**config.mk**
```make
export PLATFORM = sky130hd
export DESIGN_NAME = pcbp_back
export DESIGN_NICKNAME = d
export VERILOG_FILES = /design/src/design/pcbp_pkg.sv /design/src/design/pcbp_back.sv
export SDC_FILE = /design/constraint.sdc
export NUM_CORES = 1
export LEC_CHECK = 0
export ABC_AREA = 1
export BUFFER_PORTS_ARGS = -buffer_cell sky130_fd_sc_hd__clkbuf_2
export CAP_MARGIN = 20
export CORE_ASPECT_RATIO = 0.9
export CORE_MARGIN = 2
export CORE_UTILIZATION = 50
export CTS_CLUSTER_DIAMETER = 60
export DETAILED_ROUTE_END_ITERATION = 12
export HOLD_SLACK_MARGIN = 0.08
export PLACE_DENSITY_LB_ADDON = 0.2
export REMOVE_ABC_BUFFERS = 1
export SLEW_MARGIN = 5
export SYNTH_ARGS = -nofsm -noshare
export SYNTH_HDL_FRONTEND = slang
export SYNTH_SLANG_ARGS = --single-unit
```
**constraint.sdc**
```tcl
create_clock -name clk_i -period 5.58 [get_ports clk_i]
set_input_delay 0.558 -clock clk_i [delete_from_list [all_inputs] [get_ports clk_i]]
set_output_delay 0.558 -clock clk_i [all_outputs]
set_load 0.01 [all_outputs]
```
**src/design/pcbp_pkg.sv**
```systemverilog
package pcbp_pkg;

  localparam int unsigned MAX_CODE_LEN = 32;
  localparam int unsigned NUM_SYMBOLS  = 256;
  localparam int unsigned CODE_W       = 32;
  localparam int unsigned LEN_W        = 6;
  localparam int unsigned SYM_W        = 8;
  localparam int unsigned ADDR_W       = (NUM_SYMBOLS > 1) ? $clog2(NUM_SYMBOLS) : 1;
  localparam int unsigned LEN_LIMIT    = (MAX_CODE_LEN < CODE_W) ? MAX_CODE_LEN : CODE_W;
  localparam int unsigned BYTE_W       = 8;
  localparam int unsigned WORK_W       = CODE_W + BYTE_W;
  localparam int unsigned FIFO_DEPTH   = 2;
  localparam int unsigned FIFO_AW      = $clog2(FIFO_DEPTH);
  localparam int unsigned FIFO_CW      = $clog2(FIFO_DEPTH + 1);

  localparam logic [1:0] OP_LOAD   = 2'd0;
  localparam logic [1:0] OP_ENCODE = 2'd1;
  localparam logic [1:0] OP_FLUSH  = 2'd2;

  typedef struct packed {
    logic              flush;
    logic [LEN_W-1:0]  len;
    logic [CODE_W-1:0] code;
  } entry_t;

endpackage

```
**src/design/pcbp_back.sv**
```systemverilog
module pcbp_back (
  input  logic                        clk_i,
  input  logic                        rst_ni,
  input  logic                        empty_i,
  input  pcbp_pkg::entry_t            pop_data_i,
  output logic                        pop_o,
  output logic                        out_valid_o,
  input  logic                        out_ready_i,
  output logic [pcbp_pkg::BYTE_W-1:0] out_byte_o,
  output logic                        last_o
);

  logic [pcbp_pkg::WORK_W-1:0] work_q, work_d;
  logic [pcbp_pkg::LEN_W-1:0]  cnt_q, cnt_d;
  logic                        out_valid_q, out_valid_d;
  logic [pcbp_pkg::BYTE_W-1:0] out_byte_q;
  logic                        last_q;

  logic                        busy, out_free, emit;
  logic [pcbp_pkg::WORK_W-1:0] base_work, ext, aligned;
  logic [pcbp_pkg::LEN_W-1:0]  base_cnt, shamt;

  // Bits wait left aligned in the work register; whole bytes leave from the top.
  assign busy     = cnt_q >= pcbp_pkg::LEN_W'(pcbp_pkg::BYTE_W);
  assign out_free = !out_valid_q || out_ready_i;
  assign emit     = busy && out_free;

  assign base_work = emit ? (work_q << pcbp_pkg::BYTE_W) : work_q;
  assign base_cnt  = emit ? (cnt_q - pcbp_pkg::LEN_W'(pcbp_pkg::BYTE_W)) : cnt_q;
  assign pop_o     = !empty_i && (base_cnt < pcbp_pkg::LEN_W'(pcbp_pkg::BYTE_W));

  assign ext     = {pop_data_i.code, {pcbp_pkg::BYTE_W{1'b0}}};
  assign shamt   = pcbp_pkg::LEN_W'(pcbp_pkg::CODE_W) - pop_data_i.len;
  assign aligned = (pop_data_i.len == '0) ? '0 : (ext << shamt);

  always_comb begin
    work_d = base_work;
    cnt_d  = base_cnt;
    if (pop_o) begin
      if (pop_data_i.flush) begin
        cnt_d = (base_cnt != '0) ? pcbp_pkg::LEN_W'(pcbp_pkg::BYTE_W) : '0;
      end else begin
        work_d = base_work | (aligned >> base_cnt);
        cnt_d  = base_cnt + pop_data_i.len;
      end
    end
  end

  always_comb begin
    out_valid_d = out_valid_q;
    if (emit) begin
      out_valid_d = 1'b1;
    end else if (out_ready_i) begin
      out_valid_d = 1'b0;
    end
  end

  always_ff @(posedge clk_i or negedge rst_ni) begin
    if (!rst_ni) begin
      work_q      <= '0;
      cnt_q       <= '0;
      out_valid_q <= 1'b0;
    end else begin
      work_q      <= work_d;
      cnt_q       <= cnt_d;
      out_valid_q <= out_valid_d;
    end
  end

  always_ff @(posedge clk_i) begin
    if (emit) begin
      out_byte_q <= work_q[pcbp_pkg::WORK_W-1 -: pcbp_pkg::BYTE_W];
      last_q     <= cnt_q < pcbp_pkg::LEN_W'(2 * pcbp_pkg::BYTE_W);
    end
  end

  assign out_valid_o = out_valid_q;
  assign out_byte_o  = out_byte_q;
  assign last_o      = last_q;

endmodule
```
# ---- Word-level counts from Yosys, hierarchy flattened
# Index checks and enable logic that the tools add are counted.
dict set report totals {
  regBits 56
  input_bits 43
  output_inout_bits 11
}
dict set report op_classes {
  addsub 3
  n_lt_le_gt_ge 3
  shift 2
  n_mux 10
  n_bitwise 1
  reduce_logical 8
}
# cell n
set op_table {}
lappend op_table {{40-bit two-way mux} 4}
lappend op_table {{40-bit OR} 1}
lappend op_table {{40-bit by 6-bit << shifter with 40-bit output} 1}
lappend op_table {{40-bit by 6-bit >> shifter with 40-bit output} 1}
lappend op_table {{6-bit two-way mux} 3}
lappend op_table {{6-bit adder} 1}
lappend op_table {{6-bit by 4-bit greater-or-equal comparator with 1-bit output (second input constant)} 1}
lappend op_table {{6-bit logical NOT} 1}
lappend op_table {{6-bit by 4-bit < comparator with 1-bit output (second input constant)} 1}
lappend op_table {{6-bit by 5-bit < comparator with 1-bit output (second input constant)} 1}
lappend op_table {{6-bit nonzero test} 1}
lappend op_table {{6-bit by 4-bit subtractor with 6-bit output (second input constant)} 1}
lappend op_table {{6-bit subtractor (first input constant)} 1}
lappend op_table {{4-bit two-way mux} 1}
lappend op_table {{1-bit logical AND} 2}
lappend op_table {{1-bit logical NOT} 2}
lappend op_table {{1-bit two-way mux} 2}
lappend op_table {{2-bit nonzero test} 1}
lappend op_table {{1-bit logical OR} 1}

# ---- Longest topological paths before layout
dict set report depth {
  depth_word 8
  ltp_mapped 22
  depth_no_buf 20
}

# ---- Worst setup path after synthesis
# Ideal clock, no wire load.
dict set report synth_path {
  path_type {input to register}
  from {input pop_data_i[32] in the netlist's numbering}
  to {register work_q[1] in the netlist's numbering}
  setup_ns 0.117
  t_arrival_ns 2.594
  path_slack_ns 2.869
  stages 22
  cell_sequence {buf_6 > inv_6 > buf_2 > ha_1 > buf_2 > inv_1 > buf_2 > nand3_1 > nand2_1 > nand2_1 > nand2_1 > nor2_1 > nand2_1 > nand3_1 > nand3_1 > nand2_1 > o21ai_1 > nand2_1 > nand3_1 > nand2_1 > nand2_1 > nand2_1}
}
dict set report synth_between {
  elab_chain_cells 7
}
# element line
set synth_rtl {}
lappend synth_rtl {{start, declared} pcbp_back.sv:5} ;# input pcbp_pkg::entry_t pop_data_i,
lappend synth_rtl {{6-bit subtractor} pcbp_back.sv:33} ;# assign shamt = pcbp_pkg::LEN_W'(pcbp_pkg::CODE_W) - pop_data_i.len;
lappend synth_rtl {{40-bit by 6-bit << shifter with 40-bit output} pcbp_back.sv:34} ;# assign aligned = (pop_data_i.len == '0) ? '0 : (ext << shamt);
lappend synth_rtl {{40-bit two-way mux *} pcbp_back.sv:34}
lappend synth_rtl {{40-bit by 6-bit >> shifter with 40-bit output *} pcbp_back.sv:43} ;# work_d = base_work | (aligned >> base_cnt);
lappend synth_rtl {{40-bit OR *} pcbp_back.sv:43}
lappend synth_rtl {{40-bit two-way mux *} pcbp_back.sv:40} ;# if (pop_data_i.flush) begin
lappend synth_rtl {{40-bit two-way mux *} pcbp_back.sv:39} ;# if (pop_o) begin
lappend synth_rtl {{named net work_d (one bit)} pcbp_back.sv:13} ;# logic [pcbp_pkg::WORK_W-1:0] work_q, work_d;
lappend synth_rtl {{end signal, assigned} pcbp_back.sv:64} ;# work_q <= work_d;
lappend synth_rtl {{end, declared} pcbp_back.sv:13}
# Mark *: on every way through the listed nets, which the timed path passes. The rest lies on a longest branch.
# A chain may end at the register's enable or synchronous reset.

# ---- Final worst setup path
dict set report layout_path {
  from {input pop_data_i[32] in the netlist's numbering}
  to {register work_q[26] in the netlist's numbering}
}
# The elaborated chain is that of the path after synthesis.

==> summary.md <==
| Metric | Value |
|---|---|
| Largest cells by area after synthesis | `nand3_1 29%, dfrtp_1 20%, nand2_1 19%` |
| Rows | `37` |
| Synth warn | `0` |
| Hold Slack | `337 ps` |
| R2r setup slk | `approximately 2400 ps` |
| Final Critical Period | `about 3800 ps` |
| Fmax | `around 0.26 GHz` |
| Critical Path Start Type | `input pin` |
| Cell mode on critical path | `nand2_1` |
| CTS Buf Count | `5` |
| Arr. time, crit path | `just over 4000 ps` |
| Vias in the first global route | `around 5.9k` |
| Routed via count | `between 6k and 7k` |
| CTS H-tree lvls | `2` |
| Most frequent cell after synthesis | `nand3_1` |
| Count of pins over their slew limit | `0` |
| Synthesis-to-layout area growth | `6.03%` |
| Clock latency on the worst-skew pair | `300 ps` |
| Sequential share of the synthesized area | `approximately a quarter` |
| Register area | `~1400 µm²` |
| EDFF count, synth | `9` |
| Root Buffer Master | `clkbuf_16` |
| Total gr overflow | `0` |
| Post-CTS Setup Bufs | `0` |
| Core Util, Final | `54.8%` |
| Main synth FF type | `dfrtp_1` |
| DP Area | `roughly 6000 µm²` |
| Worst vdd ir | `0.340 mV` |
| Hold/Removal Path Class | `in -> async` |
| HPWL Detailed | `around 12000 µm` |
| CTS tree | `done` |
| Most common library cells after synthesis | `347 x nand3_1, 303 x nand2_1, 47 x dfrtp_1, 46 x inv_1, 31 x nor2_1` |
| CP top delay family | `simple AND/OR/NAND/NOR gates` |
| Initial core utilization | `slightly above 50%` |
| Hold Vio Cnt, Final | `0` |
| Slowest stage delay, CP | `~500 ps` |
| Critical path depth | `20` |
| Synth Instances | `roughly 980` |
| Clock Skew | `6.30 ps` |
| Crit-path cells | `clkbuf_2 -> inv_6 -> ha_1 -> nand2_1 -> nand2_2 -> inv_2 -> nand3_1 -> nand2_1 -> nand2_1 -> o21ai_1 -> nand2_1 -> nand2_1 -> inv_1 -> nand2_1 -> nand3_1 -> nand2_1 -> o211ai_1 -> o21ai_0 -> nand2_1 -> nand2_1` |
| Hold Buf Count CTS | `0` |
| Power Density | `slightly below 500 nW/µm²` |
| Worst Path Max Fanout | `37` |
| PostCTS Resize Cnt | `0` |
| MaxCap Viol Count | `0` |
| Critical path type | `in -> reg` |
| CP max-delay cell | `clkbuf_2` |
| CTS sink cnt | `between 50 and 60` |
| DR WL/cell | `around 14 µm` |
| Lkg Pwr | `3.12 nW` |
| CTS clk-pin slew, worst paths | `about 80 ps` |
| Multi-input gate area | `a little under 4000 µm²` |
| Overall Global Routing Usage | `~27%` |
| Filler Cell Count | `1239` |
| Reg2Reg Depth | `14` |
| Pin count of the biggest net entering global routing | `48` |
| Number of nets in the layout | `between 1k and 1.5k` |
| Ys async rst share | `approximately 84%` |
| Full die area | `roughly 13000 µm²` |
| IO Count | `54` |
| Crit. End Element | `register` |
| Dominant cell type by area after synthesis | `nand3_1` |
| Syn_area_per_cell | `approximately 6 µm²` |
| Antenna diodes | `0` |
| Worst Path Required | `a little under 6000 ps` |
| Buf+Inv Stages, Crit Path | `4` |
| Global-route wire length before repair | `around 28000 µm` |
| Vias per inst | `~5.7` |
| #FFs+latches synth | `56` |
| Core ar. | `11500 µm²` |
| DRT iter0 DRCs | `749` |
| Routability cong. | `~0.96` |
| Setup_tns | `0 ps` |
| Slew HR | `a little over a third` |
| Layout cell share with drive strength beyond 1 | `a little over a tenth` |
| Final worst path period share | `between 60% and 70%` |
| Post-synth top area share | `between 20% and 30%` |
| Clock Path Buffers | `2` |
| DIE WIDTH | `~120 µm` |
| Final setup vio count | `0` |
| Finished layout cell area | `approximately 6300 µm²` |
| Status | `complete, no violations` |
| Mapped Area | `a little under 6000 µm²` |
| Initial antenna violation count | `0` |
| DRT Wirelength | `about 16000 µm` |
| Slew @ Worst Pin | `950 ps` |
| First-pass DRT Iterations | `6` |
| Remaining routing DRC violations | `0` |
| Port buffer count | `53` |
| Routed Antenna Nets | `0` |
| Die Ht | `108 µm` |
| Unrepaired setup endpoints after global routing | `false` |
| Unique masters post-synth | `40` |
[area by class of cell]
cell class	count	share of cell area, %
multi-input cells	805	62.0
flip-flops and latches	56	22.9
repair buffers	67	6.18
inverters	57	3.47
well taps	156	3.09
clock buffers	5	1.98
clock inverters	3	0.337
[layer usage]
metal	up-vias	wire, µm	global-route usage [%]
li1	3367	-	-
met1	2999	7990	40.1
met2	221	7140	42.0
met3	17	1030	3.55
met4	0	165	4.17
met5	-	0	0
[worst paths after layout]
kind,to,start
worst max-delay path,work_q[26],pop_data_i[32]
worst min-delay path,work_q[37],rst_ni
worst max register to register,work_q[37],cnt_q[0]
worst min register to register,out_byte_o[2],work_q[34]
max in group asynchronous,out_valid_o,rst_ni
min in group clk_i,out_byte_o[2],work_q[34]
[power breakdown]
part | leakage [nW] | switching, mW | internal [mW]
combinational | 2.36 | 1.40 | 0.667
sequential | 0.697 | 0.0728 | 0.588
clock | 0.0702 | 0.157 | 0.168
[cells by family after synthesis]
kind of cell | after synthesis | synth area share (%)
AO/OA/AOI/OAI | 91 | 9.65
XOR/XNOR | 5 | 1.05
adder cells (fa/ha/maj) | 9 | 2.02
buffers and inverters | 123 | 9.94
flip-flops | 56 | 24.3
multiplexers | 1 | 0.168
AND/OR/NAND/NOR | 699 | 52.9
[through the flow]
step,instances,power (mW),setup WS (ps)
after floorplan,918,2.12,1770
after global placement,1140,2.68,1510
after detailed placement,1140,2.69,1500
after CTS,1148,3.01,1800
after global routing,1149,3.36,1260
final,1149,3.05,1790
[flip-flops by register name, summed over array words and instances, names as in the netlist]
name,count
last_o,1
out_valid_o,1
work_q,40
out_byte_o,8
cnt_q,6
[placed cells by master, fill, tap and decap left out, types with 2 or more instances in the layout]
| master | n |
|---|---|
| nor2_2 | 3 |
| o21ai_0 | 26 |
| nand3_1 | 347 |
| o21bai_1 | 5 |
| xor2_1 | 2 |
| nor2_1 | 31 |
| nand3b_1 | 2 |
| ha_1 | 8 |
| clkbuf_16 | 5 |
| buf_4 | 13 |
| clkbuf_2 | 53 |
| dfrtp_1 | 47 |
| inv_6 | 2 |
| nor2_4 | 4 |
| inv_1 | 46 |
| o22ai_1 | 4 |
| o211ai_1 | 12 |
| nand2_2 | 4 |
| xnor2_1 | 2 |
| o221ai_2 | 5 |
| inv_2 | 8 |
| nand2_1 | 303 |
| clkinv_1 | 2 |
| a21oi_1 | 22 |
| edfxtp_1 | 9 |
| o21ai_1 | 13 |
Note: power is estimated with default switching activity, not from simulation.
