--- src/design/pcbp_pkg.sv ---
package pcbp_pkg;

  localparam int unsigned MAX_CODE_LEN = 32;
  localparam int unsigned NUM_SYMBOLS  = 256;
  localparam int unsigned CODE_W       = 32;
  localparam int unsigned LEN_W        = 6;
  localparam int unsigned SYM_W        = 8;
  localparam int unsigned ADDR_W       = (NUM_SYMBOLS > 1) ? $clog2(NUM_SYMBOLS) : 1;
  localparam int unsigned LEN_LIMIT    = (MAX_CODE_LEN < CODE_W) ? MAX_CODE_LEN : CODE_W;
  localparam int unsigned BYTE_W       = 8;
  localparam int unsigned WORK_W       = CODE_W + BYTE_W;
  localparam int unsigned FIFO_DEPTH   = 2;
  localparam int unsigned FIFO_AW      = $clog2(FIFO_DEPTH);
  localparam int unsigned FIFO_CW      = $clog2(FIFO_DEPTH + 1);

  localparam logic [1:0] OP_LOAD   = 2'd0;
  localparam logic [1:0] OP_ENCODE = 2'd1;
  localparam logic [1:0] OP_FLUSH  = 2'd2;

  typedef struct packed {
    logic              flush;
    logic [LEN_W-1:0]  len;
    logic [CODE_W-1:0] code;
  } entry_t;

endpackage

--- src/design/pcbp_fifo.sv ---
module pcbp_fifo (
  input  logic             clk_i,
  input  logic             rst_ni,
  input  logic             push_i,
  input  pcbp_pkg::entry_t push_data_i,
  output logic             full_o,
  input  logic             pop_i,
  output logic             empty_o,
  output pcbp_pkg::entry_t pop_data_o
);

  pcbp_pkg::entry_t mem_q [pcbp_pkg::FIFO_DEPTH];

  logic [pcbp_pkg::FIFO_AW-1:0] wr_ptr_q, rd_ptr_q;
  logic [pcbp_pkg::FIFO_CW-1:0] count_q, count_d;
  logic                         do_push, do_pop;

  assign full_o     = count_q == pcbp_pkg::FIFO_CW'(pcbp_pkg::FIFO_DEPTH);
  assign empty_o    = count_q == '0;
  assign do_push    = push_i && !full_o;
  assign do_pop     = pop_i && !empty_o;
  assign pop_data_o = mem_q[rd_ptr_q];

  always_comb begin
    count_d = count_q;
    if (do_push && !do_pop) begin
      count_d = count_q + pcbp_pkg::FIFO_CW'(1);
    end else if (do_pop && !do_push) begin
      count_d = count_q - pcbp_pkg::FIFO_CW'(1);
    end
  end

  always_ff @(posedge clk_i or negedge rst_ni) begin
    if (!rst_ni) begin
      wr_ptr_q <= '0;
      rd_ptr_q <= '0;
      count_q  <= '0;
    end else begin
      count_q <= count_d;
      if (do_push) begin
        wr_ptr_q <= (wr_ptr_q == pcbp_pkg::FIFO_AW'(pcbp_pkg::FIFO_DEPTH - 1))
                  ? '0 : wr_ptr_q + pcbp_pkg::FIFO_AW'(1);
      end
      if (do_pop) begin
        rd_ptr_q <= (rd_ptr_q == pcbp_pkg::FIFO_AW'(pcbp_pkg::FIFO_DEPTH - 1))
                  ? '0 : rd_ptr_q + pcbp_pkg::FIFO_AW'(1);
      end
    end
  end

  always_ff @(posedge clk_i) begin
    if (do_push) begin
      mem_q[wr_ptr_q] <= push_data_i;
    end
  end

endmodule

--- config.mk ---
export PLATFORM = sky130hd
export DESIGN_NAME = pcbp_fifo
export DESIGN_NICKNAME = d
export VERILOG_FILES = /design/src/design/pcbp_pkg.sv /design/src/design/pcbp_fifo.sv
export SDC_FILE = /design/constraint.sdc
export NUM_CORES = 1
export LEC_CHECK = 0
export ABC_AREA = 0
export BUFFER_PORTS_ARGS = -buffer_cell sky130_fd_sc_hd__buf_2
export CORE_MARGIN = 5
export CORE_UTILIZATION = 55
export DETAILED_ROUTE_END_ITERATION = 8
export GPL_ROUTABILITY_DRIVEN = 0
export GPL_TIMING_DRIVEN = 0
export PLACE_DENSITY = 0.94
export SKIP_LAST_GASP = 1
export SLEW_MARGIN = 20
export SYNTH_ARGS = -nofsm -noshare
export SYNTH_HDL_FRONTEND = slang
export SYNTH_SLANG_ARGS = --single-unit
--- constraint.sdc ---
create_clock -name clk_i -period 7.9 [get_ports clk_i]
set_clock_uncertainty 0.15 [all_clocks]
set_input_delay 0.395 -clock clk_i [delete_from_list [all_inputs] [get_ports clk_i]]
set_output_delay 0.395 -clock clk_i [all_outputs]
set_load 0.02 [all_outputs]
**Word-level counts from Yosys, hierarchy flattened**

Memory sizes are Yosys's and may differ from the RTL's.
Index checks and enable logic that the tools add are counted.

- Logic and storage cells: 25
- Bits in writable memories: 78
- Register bits after elaboration: 4
- Memories kept: 1
- Bits of input ports: 43

Memory list:

| name | words | width | read ports | clocked after memory_dff | wr ports | RTL line | RTL |
|---|---|---|---|---|---|---|---|
| mem_q | 2 | 39 | 1 | 0 | 1 | pcbp_fifo.sv:12 | `pcbp_pkg::entry_t mem_q [pcbp_pkg::FIFO_DEPTH];` |

- Eq/ne operators: 1
- Reduce and logical (&&, ||, !) cells: 10
- $add $sub $neg: 4
- Muxes and demuxes: 6

Operators with widths:

| cell | number |
|---|---|
| logical AND 1 bit | 4 |
| logical NOT 1 bit | 4 |
| two-way mux 1 bit | 4 |
| two-way mux 2 bit | 2 |
| adder 1 bit (second input constant) | 2 |
| adder 2 x 1 -> 2 bit (second input constant) | 1 |
| == test 2 bit (second input constant) | 1 |
| logical NOT 2 bit | 1 |
| nonzero test 2 bit | 1 |
| subtractor 2 x 1 -> 2 bit (second input constant) | 1 |

**Depth between registers and ports, before layout**

Gate-level depths: netlist (run 1).

- Depth in word-level cells: 7
- Mapped depth: 7
- Depth with buffers taken out: 7

**Worst setup path before layout (run 1)**

Ideal clock, no wire load.

- Kind: reg-to-reg
- Start point: register count_q[0] (netlist bit)
- End point: memory mem_q[0][0] (netlist bit) (enable)
- Buffers on the path: 0
- Setup slack: 5022 ps
- Arrival time: 2293 ps
- Cell stages (with the launch flop): 4
- Cells stage by stage: dfrtp_1 nand2b_1 nand2_1 nor2_1

- Cells in the longest elaborated chain, start to end: 5

RTL lines:

| element | RTL line | RTL |
|---|---|---|
| start, declared | pcbp_fifo.sv:15 | `logic [pcbp_pkg::FIFO_CW-1:0] count_q, count_d;` |
| start signal, assigned | pcbp_fifo.sv:39 | `count_q <= count_d;` |
| == test 2 bit | pcbp_fifo.sv:18 | `assign full_o = count_q == pcbp_pkg::FIFO_CW'(pcbp_pkg::FIFO_DEPTH);` |
| logical NOT 1 bit | pcbp_fifo.sv:20 | `assign do_push = push_i && !full_o;` |
| logical AND 1 bit | pcbp_fifo.sv:20 |  |
| two-way mux 1 bit | pcbp_fifo.sv:52 | `if (do_push) begin` |
| two-way mux 1 bit (implied by the code) | pcbp_fifo.sv:53 | `mem_q[wr_ptr_q] <= push_data_i;` |
| end, declared | pcbp_fifo.sv:12 |  |

No other way between the ends.

**Worst setup path in the final report (run 1)**

- Start point: register count_q[0] (netlist bit)
- End point: memory mem_q[0][5] (netlist bit) (enable)

The elaborated chain is that of the path after synthesis.

==> qor.csv, run 1 <==
metric,value,unit
status,"finished, final reports clean",
total wire length,5390,µm
fin crit share,0.271,
kind of cell adding the most delay to the critical path,simple AND/OR/NAND/NOR gates,
crit-path max FO,20,
top cell type's share of synthesized area,0.779,
fin crit period,2.14,ns
Skew-Pair Late Insertion Delay,0.33,ns
Mapped Nets,184,
H-tree levels,3,
Pwr Total,1.49,mW
total die area,7050,µm²
number of vias per cell,4.99,
Clock Path Buffers,2,
largest net degree at the start of global routing,21,
crit path max-delay cell type,nor2_4,
CP Buf/Inv Count,1,
# fillers,359,
Final Max Tran Viols,0,
Reg-to-Reg Start,count_q[0]$_DFFE_PN0P_,
Max Cap Viol,0,
clk slew on worst S/H paths,0.08,ns
vias,1566,
Yosys cell types,13,
startpoint types,flip-flop,
first-pass GRT wire length,8650,µm
terminus of the critical flop-to-flop path,mem_q[0][5]$_DFFE_PP_,
critical path cell sequence,"nand2b_1, nand2_1, nor2_4, buf_16",
CTS Root Cell,clkbuf_8,
Register-to-Register Path Depth,4,
I/O pin count,84,
Final Hold Vio Count,0,
Die Y,84.0,µm
port bufs,83,
DRT Pass-1 Iters,5,
CP arrival,2.03,ns
CTS tree,built,
Setup-failing EPs final,0,
Finished Cell Area,3820,µm²
Worst Hold End,mem_q[1][32]$_DFFE_PP_,
routed length per instance,17.2,µm
number of setup buffers added after CTS,0,
share of layout cells above drive strength 1,0.595,
final antenna-violating net count,0,
Setup TNS Final,0,ns
Pleak,1.47,nW
Num Clock Sinks,82,
Num CTS Buffers,9,
Synth warnings,0,
Yosys top cell by area,edfxtp_1,
initial antenna violation count,0,
syn avg cell area,21.5,µm²
R2R setup slack,5.76,ns
required time worst endpoint,7.79,ns
Placed Area,3580,µm²
Max stage delay on crit path,0.54,ns
Min-Delay Startpoint,push_data_i[32],
RSZ-0062 raised after global routing,false,
Total Routing Usage GR,0.163,
Max-slew headroom,0.568,
post-synthesis sequential area ratio,0.812,
area of the multi-input gates,537,µm²
global route overflow,0,
vias in the first global route,1762,
Mapped Area,3010,µm²
Starting DRT DRC Count,54,
starting density of the core,0.556,
"top cells by area, synth","edfxtp_1 (78%), mux2_2 (15%), dfrtp_1 (3.3%), buf_4 (1.0%), xnor2_1 (0.87%)",
area grow syn2layout,27.0,%
n_diodes,0,
sequential cell area,2440,µm²
Tightest Pin Transition,0.646,ns
f_max,0.468,GHz
Seq cells post-synth,82,
CP Class,flip-flop to flip-flop,
DP HPWL,3670,µm
standard-cell rows,27,
core area,5410,µm²
"IR drop worst, VDD",0.312,mV
hold path cells,1,
Final Net Count,281,
Hold/Removal Path Class,input pin to flip-flop,
Residual DRC,0,
crit end category,flip-flop,
ratio of total power to cell area,390,nW/µm²
Die Width,84.0,µm
Cells after Synth,140,
[synth_stat cells]
master and count:
edfxtp_1 78, mux2_2 39, buf_4 4, dfrtp_1 4, nor2_1 3, xnor2_1 3, inv_1 2, xor2_1 2
and3_1 1, ha_1 1, nand2_1 1, nand2b_1 1, o21ai_1 1
[repair_timing]
item                      in CTS  in global routing
hold endpoints to repair       4                  0
hold buffers                   1                  0
gates resized for setup        0                  0
[cell usage in the layout, fill, tap and decap left out]
cell,instances
clkbuf_8,9
edfxtp_1,78
ha_1,1
bufinv_16,3
clkinvlp_4,1
dfrtp_1,4
buf_2,83
buf_4,4
nor2_1,2
dlygate4sd3_1,1
buf_16,2
clkbuf_1,2
nand2_1,1
xnor2_1,3
nand2b_1,1
xor2_1,2
and3_2,1
inv_1,2
mux2_2,39
clkinv_2,1
nor2_4,1
o21ai_1,1
[worst max-delay path by stage]
stage | startpoint | to | slack, ns | depth (start not counted)
6_report | count_q[0]$_DFFE_PN0P_ | mem_q[0][5]$_DFFE_PP_ | 5.76 | 4
5_1_grt | count_q[0]$_DFFE_PN0P_ | mem_q[0][36]$_DFFE_PP_ | 5.65 | 4
4_1_cts | count_q[0]$_DFFE_PN0P_ | mem_q[0][5]$_DFFE_PP_ | 5.80 | 4
3_5_place_dp | count_q[0]$_DFFE_PN0P_ | mem_q[0][19]$_DFFE_PP_ | 5.85 | 4
3_3_place_gp | count_q[0]$_DFFE_PN0P_ | mem_q[0][6]$_DFFE_PP_ | 4.23 | 3
2_1_floorplan | count_q[0]$_DFFE_PN0P_ | mem_q[0][0]$_DFFE_PP_ | 5.02 | 3
[kinds of logic (layout without fill, tap and decap cells)]
family	after synthesis	after routing	synth area share
XOR/XNOR	5	5	0.0146
buffers and inverters	6	108	0.0125
AO/OA/AOI/OAI	1	1	0.00166
multiplexers	39	39	0.146
flip-flops	82	82	0.812
AND/OR/NAND/NOR	6	6	0.00915
adder cells (fa/ha/maj)	1	1	0.00416
[report_power, final]
part | switching [mW] | internal, mW
combinational | 0.301 | 0.215
sequential | 0.0349 | 0.595
clock | 0.136 | 0.210
total | 0.471 | 1.02
[state kept, by name, summed over array words and instances (netlist names)]
name,count
mem_q,78
count_q,2
rd_ptr_q,1
wr_ptr_q,1
[area by class of cell]
cell class	instances	area share
flip-flops and latches	82	0.639
multi-input cells	52	0.140
repair buffers	86	0.126
clock buffers	11	0.0344
clock inverters	5	0.0268
well taps	72	0.0236
plain buffers	4	0.00786
inverters	2	0.00196
[routing by layer]
metal | GRT usage | up-vias | share of wire
met3 | 0.0434 | 4 | 0.058
met2 | 0.284 | 62 | 0.53
met5 | 0 | - | 0
met1 | 0.190 | 765 | 0.40
li1 | - | 735 | -
met4 | 0.0702 | 0 | 0.0089
[stage by stage]
step | instances | hold slack, ns | utilization | setup slack (ns)
after floorplan | 140 | -0.0506 | - | 5.02
after global placement | 295 | 0.0537 | 0.650 | 4.23
after detailed placement | 297 | 0.0607 | 0.662 | 5.85
after CTS | 314 | 0.0743 | 0.707 | 5.80
after global routing | 314 | 0.0694 | 0.707 | 5.65
final | 314 | 0.0903 | 0.707 | 5.76
Power figures use the tool's default switching activity.
==> run 2: changes to the inputs <==
Settings changed: CORE_UTILIZATION 55 to 46, PLACE_DENSITY 0.94 to 0.86.
Clock period 7.9 ns to 1.9 ns, I/O delays scaled along.
==> qor.csv, run 2 (synthesis results as in run 1) <==
metric,value,unit,change
final antenna-violating net count,0,,unchanged
CP Class,flip-flop to flip-flop,,unchanged
Max Cap Viol,0,,unchanged
Placement Setup Slack,-0.330,ns,was 5.85 ns
Residual DRC,0,,unchanged
initial antenna violation count,0,,unchanged
I/O pin count,84,,unchanged
critical path cell sequence,"nand2b_2, nand2_4, inv_1, ha_1, xor2_1, nor2_1, xor2_1",,"was nand2b_1, nand2_1, nor2_4, buf_16"
crit-path max FO,5,,was 20
core area,6350,µm²,was 5410 µm²
Finished Cell Area,4230,µm²,was 3820 µm²
number of flip-flops in the largest register,78,,unchanged
crit path max-delay cell type,dfrtp_1,,was nor2_4
Max-slew headroom,0.587,,was 0.568
Final Net Count,324,,was 281
Die Width,90.9,µm,was 84.0 µm
status,"finished, final reports clean",,unchanged
"IR drop worst, VDD",1.09,mV,was 0.312 mV
CTS Root Cell,clkbuf_8,,unchanged
placed cell count,300,,was 297
"Cell Count, Final, Fillers Out",362,,was 314
"Most flops, register",mem_q,,unchanged
Placed Area,3530,µm²,was 3580 µm²
ratio of total power to cell area,1450,nW/µm²,was 390 nW/µm²
number of vias per cell,4.77,,was 4.99
largest net degree at the start of global routing,40,,was 21
Die Y,90.9,µm,was 84.0 µm
port bufs,83,,unchanged
"commonest non-fill, non-tap cell in the layout",buf_2,,unchanged
Final Hold Vio Count,0,,unchanged
required time worst endpoint,2.00,ns,was 7.79 ns
first-pass GRT wire length,9820,µm,was 8650 µm
DP HPWL,3620,µm,was 3670 µm
routed length per instance,16.8,µm,was 17.2 µm
f_max,0.550,GHz,was 0.468 GHz
Most Frequent Cell on Critical Path,xor2_1,,
Starting DRT DRC Count,62,,was 54
Final Util,0.665,,was 0.707
setup slack after layout,0.0811,ns,was 5.76 ns
n_diodes,0,,unchanged
most frequent cells in the layout,"buf_2 (83), edfxtp_1 (78), dlygate4sd3_1 (43)",,"was buf_2 (83), edfxtp_1 (78), mux2_2 (39)"
fin crit share,0.957,,was 0.271
clk slew on worst S/H paths,0.09,ns,was 0.08 ns
Pleak,1.62,nW,was 1.47 nW
CP arrival,1.92,ns,was 2.03 ns
total die area,8260,µm²,was 7050 µm²
crit end category,flip-flop,,unchanged
total wire length,6090,µm,was 5390 µm
fin crit period,1.82,ns,was 2.14 ns
vias,1726,,was 1566
starting density of the core,0.474,,was 0.556
Max stage delay on crit path,0.45,ns,was 0.54 ns
Skew-Pair Late Insertion Delay,0.34,ns,was 0.33 ns
area grow syn2layout,40.5,%,was 27.0%
Final Max Tran Viols,0,,unchanged
H-tree levels,3,,unchanged
Num CTS Buffers,9,,unchanged
standard-cell rows,29,,was 27
share of layout cells above drive strength 1,0.523,,was 0.595
DRT Pass-1 Iters,4,,was 5
Clock Path Buffers,2,,unchanged
startpoint types,flip-flop,,unchanged
Total Routing Usage GR,0.155,,was 0.163
Tightest Pin Transition,0.618,ns,was 0.646 ns
Top Registers,"mem_q (78), count_q (2)",,unchanged
vias in the first global route,1965,,was 1762
Setup-failing EPs final,0,,unchanged
Num Clock Sinks,82,,unchanged
CTS tree,built,,unchanged
RSZ-0062 raised after global routing,false,,unchanged
Hold/Removal Path Class,input pin to flip-flop,,unchanged
global route overflow,0,,unchanged
-- run 2: cell count changes in the layout (fill, tap and decap cells not counted), moves of 2 or more --
cell and change:
clkbuf_1 -2, dlygate4sd3_1 +42, clkinvlp_4 +2, buf_16 -2
bufinv_16 -2, buf_12 +2
-- run 2: worst paths after layout --
check                                            start                     end  slack, ns  cells after the start
worst max register to register  count_q[0]$_DFFE_PN0P_  count_q[1]$_DFFE_PN0P_       0.08                      7
worst min register to register  count_q[1]$_DFFE_PN0P_  count_q[1]$_DFFE_PN0P_       0.42                      1
max in group asynchronous                       rst_ni    rd_ptr_q$_DFFE_PN0P_       0.88                      3
min in group asynchronous                       rst_ni    wr_ptr_q$_DFFE_PN0P_       0.53                      3
worst min-delay path                   push_data_i[12]  mem_q[0][12]$_DFFE_PP_       0.33                      2
worst max-delay path            count_q[0]$_DFFE_PN0P_  count_q[1]$_DFFE_PN0P_       0.08                      7
-- run 2: area by class of cell --
type	instances	area, µm²
flip-flops and latches	82	2440
fillers	430	2120
repair buffers	128	886
multi-input cells	53	562
clock buffers	9	124
well taps	77	96.3
clock inverters	7	77.6
plain buffers	4	30.0
inverters	2	7.51
-- run 2: what timing repair did --
item	4_1_cts	5_1_grt
pin swaps	1	1
cloned	1	0
hold endpoints to repair	83	1
gates resized for setup	2	3
hold buffers	42	1
endpoints found under the setup margin	78	21
buffers inserted	2	0
-- run 2: power by group --
| part | leakage, nW | internal [mW] | switching, mW |
|---|---|---|---|
| Combinational | 0.759 | 0.946 | 1.29 |
| Sequential | 0.771 | 2.48 | 0.152 |
| Clock | 0.0938 | 0.618 | 0.637 |
-- run 2: worst max-delay path: cells and delay by family (launching register included) --
family | cells | cell delay (ns)
and+or+nand+nor | 3 | 0.52
DFF | 1 | 0.45
xor gates and xnor gates | 2 | 0.34
adders and majority gates | 1 | 0.21
buffers and inverters | 1 | 0.06
-- run 2: layer usage --
metal / global-route usage / routed length, µm / vias to the layer above
met4: 0.0562 / 61 / 0
met5: 0 / 0 / -
met3: 0.0392 / 244 / 6
met1: 0.165 / 2270 / 849
li1: - / - / 826
met2: 0.291 / 3510 / 45
-- run 2: through the flow --
step	hold WS (ns)	setup TNS (ns)	power, mW
after floorplan	-0.351	0	4.07
after global placement	-0.246	-12.71	4.67
after detailed placement	-0.240	-17.13	4.74
after CTS	0.0728	-0.890	6.15
after global routing	0.302	0	6.44
final	0.326	0	6.12
